[src/pwc_pkg.sv]
`default_nettype none
package pwc_pkg;

  localparam int unsigned CHANNELS = 8;

  localparam int unsigned TIMEOUT_W = 20;
  localparam int unsigned TICK_W    = 16;
  localparam int unsigned SCALE_W   = 16;
  localparam int unsigned FRAC_W    = 12;

  localparam logic [TIMEOUT_W-1:0] TIMEOUT_RESET = 20'd600000;
  localparam logic [SCALE_W-1:0]   SCALE_RESET   = 16'd14664;

  localparam logic [TICK_W-1:0] INVALID_US = 16'hFFFF;

  // status codes
  localparam logic [2:0] ST_OK      = 3'd0;
  localparam logic [2:0] ST_BADCH   = 3'd1;
  localparam logic [2:0] ST_RISE_TO = 3'd2;
  localparam logic [2:0] ST_FALL_TO = 3'd3;
  localparam logic [2:0] ST_OVF     = 3'd4;

  // configuration register indexes
  localparam logic CFG_TIMEOUT = 1'b0;
  localparam logic CFG_SCALE   = 1'b1;

  // item actions
  localparam logic ACT_TICK  = 1'b0;
  localparam logic ACT_START = 1'b1;

  // measurement phases
  localparam logic [1:0] PH_IDLE = 2'd0;
  localparam logic [1:0] PH_RISE = 2'd1;
  localparam logic [1:0] PH_FALL = 2'd2;

  typedef struct packed {
    logic       action;
    logic [3:0] channel;
    logic [7:0] pins;
  } in_item_t;

  typedef struct packed {
    logic [15:0] width_us;
    logic [2:0]  status;
  } out_item_t;

endpackage
`default_nettype wire

[src/pulse_width_capture.sv]
// Pulse width capture.
// item channel: one item per prescaled timer tick (action tick, with the pin
// sample) or a start item that selects the channel to measure. A start arms a
// wait for a rising edge, then a wait for a falling edge; each wait gives up
// after timeout_ticks edgeless ticks. The width in ticks is scaled by
// tick_scale (Q4.12 us per tick) and rounded half up.
// result channel: at most one result per item: the width in microseconds and
// a status (ok, bad channel, rise timeout, fall timeout, overflow).
// cfg channel: always ready; write timeout_ticks (index 0) and tick_scale
// (index 1) only while no measurement result is pending.
// Timing: an item is taken every cycle while item_ready is high. The edge and
// timeout logic feeds the middle stage; the 16x16 scale multiplier, with its
// rounding and overflow check, feeds the result register.
// When result_ready is low the result register holds; items keep flowing until
// one more result sits in the middle stage, then item_ready drops until the
// output drains.
// Reset (synchronous) clears the phase to idle and empties both stages; the
// registers return to 600000 ticks and 14664 (about 3.58 us per tick).
`default_nettype none
module pulse_width_capture
  import pwc_pkg::*;
(
  input  wire logic                 clk,
  input  wire logic                 rst,
  input  wire logic                 item_valid,
  output logic                      item_ready,
  input  wire in_item_t             item,
  output logic                      result_valid,
  input  wire logic                 result_ready,
  output out_item_t                 result,
  input  wire logic                 cfg_valid,
  output logic                      cfg_ready,
  input  wire logic                 cfg_index,
  input  wire logic [TIMEOUT_W-1:0] cfg_data
);

  logic [TIMEOUT_W-1:0] timeout_ticks;
  logic [SCALE_W-1:0]   tick_scale;

  logic [1:0]           phase, phase_next;
  logic [2:0]           active_channel, active_channel_next;
  logic                 last_level, last_level_next;
  logic [TICK_W-1:0]    tick_count, tick_count_next;
  logic [TICK_W-1:0]    rise_stamp, rise_stamp_next;
  logic [TIMEOUT_W-1:0] wait_count, wait_count_next;

  // middle stage
  logic                 mid_valid;
  logic [2:0]           mid_status;
  logic [TICK_W-1:0]    mid_diff;
  logic                 emit;
  logic [2:0]           emit_status;
  logic [TICK_W-1:0]    emit_diff;

  logic                 accept;
  logic                 out_free;
  logic                 mid_move;
  logic                 level;
  logic [TICK_W-1:0]    tick_inc;
  logic [31:0]          prod;
  logic [31:0]          prod_rnd;
  logic                 ovf;

  assign cfg_ready  = 1'b1;
  assign out_free   = !result_valid || result_ready;
  assign mid_move   = mid_valid && out_free;
  assign item_ready = !mid_valid || out_free;
  assign accept     = item_valid && item_ready;

  always_ff @(posedge clk) begin
    if (rst) begin
      timeout_ticks <= TIMEOUT_RESET;
      tick_scale    <= SCALE_RESET;
    end else if (cfg_valid) begin
      unique case (cfg_index)
        CFG_TIMEOUT: timeout_ticks <= cfg_data;
        CFG_SCALE:   tick_scale    <= cfg_data[SCALE_W-1:0];
        default:     ;
      endcase
    end
  end

  assign level    = item.pins[active_channel];
  assign tick_inc = tick_count + 16'd1;

  always_comb begin
    phase_next          = phase;
    active_channel_next = active_channel;
    last_level_next     = last_level;
    tick_count_next     = tick_count;
    rise_stamp_next     = rise_stamp;
    wait_count_next     = wait_count;
    emit                = 1'b0;
    emit_status         = ST_OK;
    emit_diff           = '0;
    if (item.action == ACT_START) begin
      if ({1'b0, item.channel} >= 5'(CHANNELS)) begin
        emit        = 1'b1;
        emit_status = ST_BADCH;
        phase_next  = PH_IDLE;
      end else begin
        active_channel_next = item.channel[2:0];
        last_level_next     = item.pins[item.channel[2:0]];
        tick_count_next     = '0;
        rise_stamp_next     = '0;
        wait_count_next     = '0;
        phase_next          = PH_RISE;
      end
    end else if (phase == PH_RISE || phase == PH_FALL) begin
      tick_count_next = tick_inc;
      last_level_next = level;
      if (phase == PH_RISE && !last_level && level) begin
        rise_stamp_next = tick_inc;
        wait_count_next = '0;
        phase_next      = PH_FALL;
      end else if (phase == PH_FALL && last_level && !level) begin
        emit       = 1'b1;
        emit_diff  = tick_inc - rise_stamp;
        phase_next = PH_IDLE;
      end else if (wait_count >= timeout_ticks) begin
        emit        = 1'b1;
        emit_status = (phase == PH_RISE) ? ST_RISE_TO : ST_FALL_TO;
        phase_next  = PH_IDLE;
      end else begin
        wait_count_next = wait_count + 20'd1;
      end
    end
  end

  always_ff @(posedge clk) begin
    if (rst) begin
      phase          <= PH_IDLE;
      active_channel <= '0;
      last_level     <= 1'b0;
      tick_count     <= '0;
      rise_stamp     <= '0;
      wait_count     <= '0;
    end else if (accept) begin
      phase          <= phase_next;
      active_channel <= active_channel_next;
      last_level     <= last_level_next;
      tick_count     <= tick_count_next;
      rise_stamp     <= rise_stamp_next;
      wait_count     <= wait_count_next;
    end
  end

  always_ff @(posedge clk) begin
    if (rst) begin
      mid_valid <= 1'b0;
    end else if (item_ready) begin
      mid_valid <= accept && emit;
    end
  end

  always_ff @(posedge clk) begin
    if (item_ready) begin
      mid_status <= emit_status;
      mid_diff   <= emit_diff;
    end
  end

  // scale, round half up, saturate at the largest code
  assign prod     = 32'(mid_diff) * 32'(tick_scale);
  assign prod_rnd = prod + 32'd2048;
  assign ovf      = (prod[31:28] != 4'd0) || (prod[27:FRAC_W] == INVALID_US);

  always_ff @(posedge clk) begin
    if (rst) begin
      result_valid <= 1'b0;
    end else if (out_free) begin
      result_valid <= mid_valid;
    end
  end

  always_ff @(posedge clk) begin
    if (mid_move) begin
      if (mid_status != ST_OK) begin
        result.width_us <= INVALID_US;
        result.status   <= mid_status;
      end else if (ovf) begin
        result.width_us <= INVALID_US;
        result.status   <= ST_OVF;
      end else begin
        result.width_us <= prod_rnd[27:FRAC_W];
        result.status   <= ST_OK;
      end
    end
  end

endmodule
`default_nettype wire
[config.mk]
export PLATFORM = sky130hd
export DESIGN_NAME = pulse_width_capture
export DESIGN_NICKNAME = d
export VERILOG_FILES = /design/src/pwc_pkg.sv /design/src/pulse_width_capture.sv
export SDC_FILE = /design/constraint.sdc
export NUM_CORES = 1
export LEC_CHECK = 0
export ABC_AREA = 1
export BUFFER_PORTS_ARGS = -buffer_cell sky130_fd_sc_hd__buf_4
export CAP_MARGIN = 30
export CORE_MARGIN = 2
export CORE_UTILIZATION = 60
export CTS_CLUSTER_SIZE = 30
export DETAILED_ROUTE_END_ITERATION = 6
export PLACE_DENSITY = 0.78
export SLEW_MARGIN = 20
export SYNTH_ARGS = -nofsm -noshare
export SYNTH_HDL_FRONTEND = slang
export SYNTH_SLANG_ARGS = --single-unit
[constraint.sdc]
create_clock -name clk -period 8.3 [get_ports clk]
set_clock_uncertainty 0.05 [all_clocks]
set_input_delay 0.83 -clock clk [delete_from_list [all_inputs] [get_ports clk]]
set_output_delay 0.83 -clock clk [all_outputs]
set_load 0.01 [all_outputs]
==> flow_metrics.py <==
metrics = {
    "clock_network": {
        "cts_root_buf": "clkbuf_16",
        "ctsResizeCount": 0,
        "cts_made_buffers": 17,
        "cts-htree-levels": 4,
        "clk_pin_slew_ps": 70,
        "postCtsHoldBufs": 0,
        "cts_buffer_depth": 2,
        "insertion_delay_ps": 440,
        "post-cts-setup-buffers": 0,
        "clkSinkCount": 133,
        "cts_tree": "built",
    },
    "yosys": {
        "async_flop_share": 0,
        "synth_seq_cells": 133,
        "synth.distinct_cells": 48,
        "synthAdderAreaFrac": 0.335,
        "syn_nets": 2714,
        "syn_inst": 2340,
        "avgSynthCellArea_um2": 7.19,
        "muxShareOfSynthArea": 0,
        "synth-compound-area-share": 0.0755,
        "yosys_warnings": 0,
        "synth-edff-count": 37,
        "ys.flop_type": "dfxtp_1",
        "synth-simple-area-share": 0.240,
        "synth_top_family_by_area": "adder cells",
        "synth_xor_area_frac": 0.0192,
        "synth-seq-area-share": 0.180,
        "yosysTopAreaCell": "fa_1",
        "syn-cell-area_um2": 16800,
        "yosys.area.top_type_share": 0.231,
        "netlist_top_cells_area": "fa_1 (23%), nand2_1 (14%), inv_1 (12%)",
    },
    "die": {
        "die-area_um2": 29400,
        "io_pins": 61,
        "rows": 61,
        "start_util": 0.608,
        "die_height_um": 172,
        "core_area_um2": 27700,
        "die_w_um": 172,
    },
    "timing": {
        "fin_crit_ps": 7080,
        "whs_ps": 421,
        "worst_pin_slew_ps": 903,
        "setup-violations-final": 0,
        "fin_setup_tns_ps": 0,
        "finalHoldViolCount": 0,
        "final_max_slew_viol_count": 0,
        "rsz0062_at_grt": "false",
        "fin_crit_sh": 0.853,
        "relSlewSlack": 0.397,
        "max_clock_freq_mhz": 141,
    },
    "global_route": {
        "grt_pass1_wl_um": 70600,
        "antenna_found_initial": 0,
        "track_usage": 0.303,
        "gr-total-overflow": 0,
        "first_global_vias": 14783,
        "grt_max_degree": 44,
    },
    "power_and_ir_drop": {
        "p_sw_frac": 0.294,
        "pwr-share-seq": 0.445,
        "peakVddDrop_v": 0.0000889,
        "internal_power_mw": 1.14,
        "power_mw": 1.61,
        "p_switching_uw": 474,
        "power_leakage_nw": 9.68,
        "clkPwrFrac": 0.480,
        "combPwrFrac": 0.074,
        "cellPowerDensity_nw_per_um2": 89.6,
    },
    "cells_and_area": {
        "area_growth_pct": 6.98,
        "layout-drive-gt1-share": 0.0734,
        "antenna_cells": 0,
        "nets": 2705,
        "fin_cells": 2722,
        "fill_cells": 2429,
    },
    "route": {
        "vias": 14463,
        "viasPerCell": 5.31,
        "drt-initial-drc-count": 1035,
        "wl_per_cell_um": 15.5,
        "ant_nets": 0,
        "drtPass1Iterations": 6,
        "drcViolationCount": 0,
        "wl_um": 42200,
    },
    "setup_path": {
        "slowest_stage": "dfxtp_1",
        "max_stage_delay_ps": 910,
        "reg2reg_depth": 26,
        "cp.required_ps": 8420,
        "criticalPathCategory": "reg2reg",
        "cp_data_arrival_time_ps": 7200,
        "cp_max_fo": 17,
        "cp_top_family": "adder cells",
        "crit_path_end_kind": "flop",
        "r2r_setup_slack_ps": 1220,
        "crit_cells": 26,
        "cp_num_buf_inv": 6,
        "start_kind": "flop",
    },
    "run": {
        "max_cap_viol_count": 0,
    },
    "outcome": {
        "status": "finished clean",
    },
    "worst_hold_path": {
        "hp-class": "reg2reg",
        "worstHoldPathCells": 2,
    },
    "place": {
        "dpl.cell_count": 2688,
        "port_buffers": 59,
        "dp_hpwl_um": 32700,
        "routabilityCongestion": 0.966,
    },
}
==> routing by layer <==
layer	wire length (µm)	track usage	up-vias	part of all wire
met1	17500	0.375	6822	0.41
met4	1200	0.104	0	0.028
met2	20800	0.539	511	0.49
met3	2750	0.0430	91	0.065
met5	0	0	-	0
li1	-	-	7039	-
==> worst paths after layout <==
| path | start | to |
|---|---|---|
| setup reg to reg | tick_scale[8]$_SDFFE_PP1P_ | result[4]$_SDFFCE_PP1P_ |
| hold / removal | rise_stamp[0]$_SDFFE_PP0P_ | rise_stamp[0]$_SDFFE_PP0P_ |
| hold reg to reg | rise_stamp[0]$_SDFFE_PP0P_ | rise_stamp[0]$_SDFFE_PP0P_ |
| setup / recovery | tick_scale[8]$_SDFFE_PP1P_ | result[4]$_SDFFCE_PP1P_ |
==> cells in the mapped netlist (2+ instances only) <==
cell / instances
a21boi_0: 2
nor2_4: 5
edfxtp_1: 37
buf_2: 9
nor4_1: 6
or2_2: 3
a21oi_1: 118
o32ai_1: 7
xor2_1: 24
nand4_1: 23
o21a_1: 5
dfxtp_1: 96
o21ai_0: 59
o211ai_1: 12
nor3_1: 31
buf_1: 3
o31ai_1: 4
xnor2_1: 11
inv_1: 560
fa_1: 194
nand3b_1: 8
o22ai_1: 7
o21bai_1: 6
ha_1: 141
nor2_2: 8
nor2_1: 125
clkbuf_1: 80
nand2_1: 607
inv_2: 10
a21oi_2: 2
nor3_2: 3
nand2_2: 28
nand3_2: 8
nand3_1: 81
a211oi_1: 3
nand2_4: 2
==> area by class of cell <==
cell class,instances,area (µm²),area share
Sequential cell,133,3030,0.168
Clock buffer,18,450,0.0250
Tap cell,378,473,0.0263
Clock inverter,14,125,0.00695
Inverter,570,2140,0.119
Multi-Input combinational cell,1543,11300,0.627
Timing Repair Buffer,66,499,0.0277
==> power groups by stage <==
stage          Sequential (mW)  Clock, mW  Combinational (mW)
2_1_floorplan            0.701          0              0.0967
3_3_place_gp             0.731          0               0.113
4_1_cts                  0.717      0.780               0.118
3_5_place_dp             0.732          0               0.116
5_1_grt                  0.720      0.805               0.133
6_report                 0.719      0.776               0.120
==> registers in the layout, summed over array words and instances (netlist names) <==
signal / cells
last_level: 1
tick_scale: 16
result_valid: 1
wait_count: 20
phase: 2
active_channel: 3
timeout_ticks: 20
mid_valid: 1
result: 19
tick_count: 16
mid_diff: 16
rise_stamp: 16
mid_status: 2
==> per-stage QoR <==
stage	area (µm²)	utilization	setup WS (ps)
after global routing	18000	0.650	703
after floorplan	16800	-	1950
after detailed placement	17400	0.628	1280
after CTS	18000	0.649	1270
after global placement	17400	0.628	1410
final	18000	0.650	1220
==> kinds of logic (layout without fill, tap and decap cells) <==
kind of cell | Yosys count | in the layout
AOI/OAI and AO/OA | 228 | 228
xor gates and xnor gates | 36 | 36
adders and majority gates | 335 | 335
buffers and inverters | 664 | 668
DFF | 133 | 133
other | 1 | 1
and+or+nand+nor | 943 | 943
==> placed cells by master, fill, tap and decap left out, types with 7 or more instances in the layout <==
master     count
nand3_2        8
o32ai_1        7
inv_6          7
inv_1        560
fa_1         194
nand3_1       81
xnor2_1       11
nor3_1        31
nand4_1       23
o21ai_0       59
ha_1         141
edfxtp_1      37
a21oi_1      117
nor2_2         8
clkbuf_16     18
xor2_1        24
dfxtp_1       96
o22ai_1        7
nand2_1      607
nor2_1       125
nand2_2       28
o211ai_1      12
inv_2         10
buf_4         64
nand3b_1       8
==> worst reg2reg max path: cells and delay by family, from the launching register on <==
family / cells / cell delay (ps)
buffers and inverters: 6 / 410
and+or+nand+nor: 13 / 1960
DFF: 1 / 910
adders and majority gates: 7 / 3500
(Power assumes the default switching activity.)
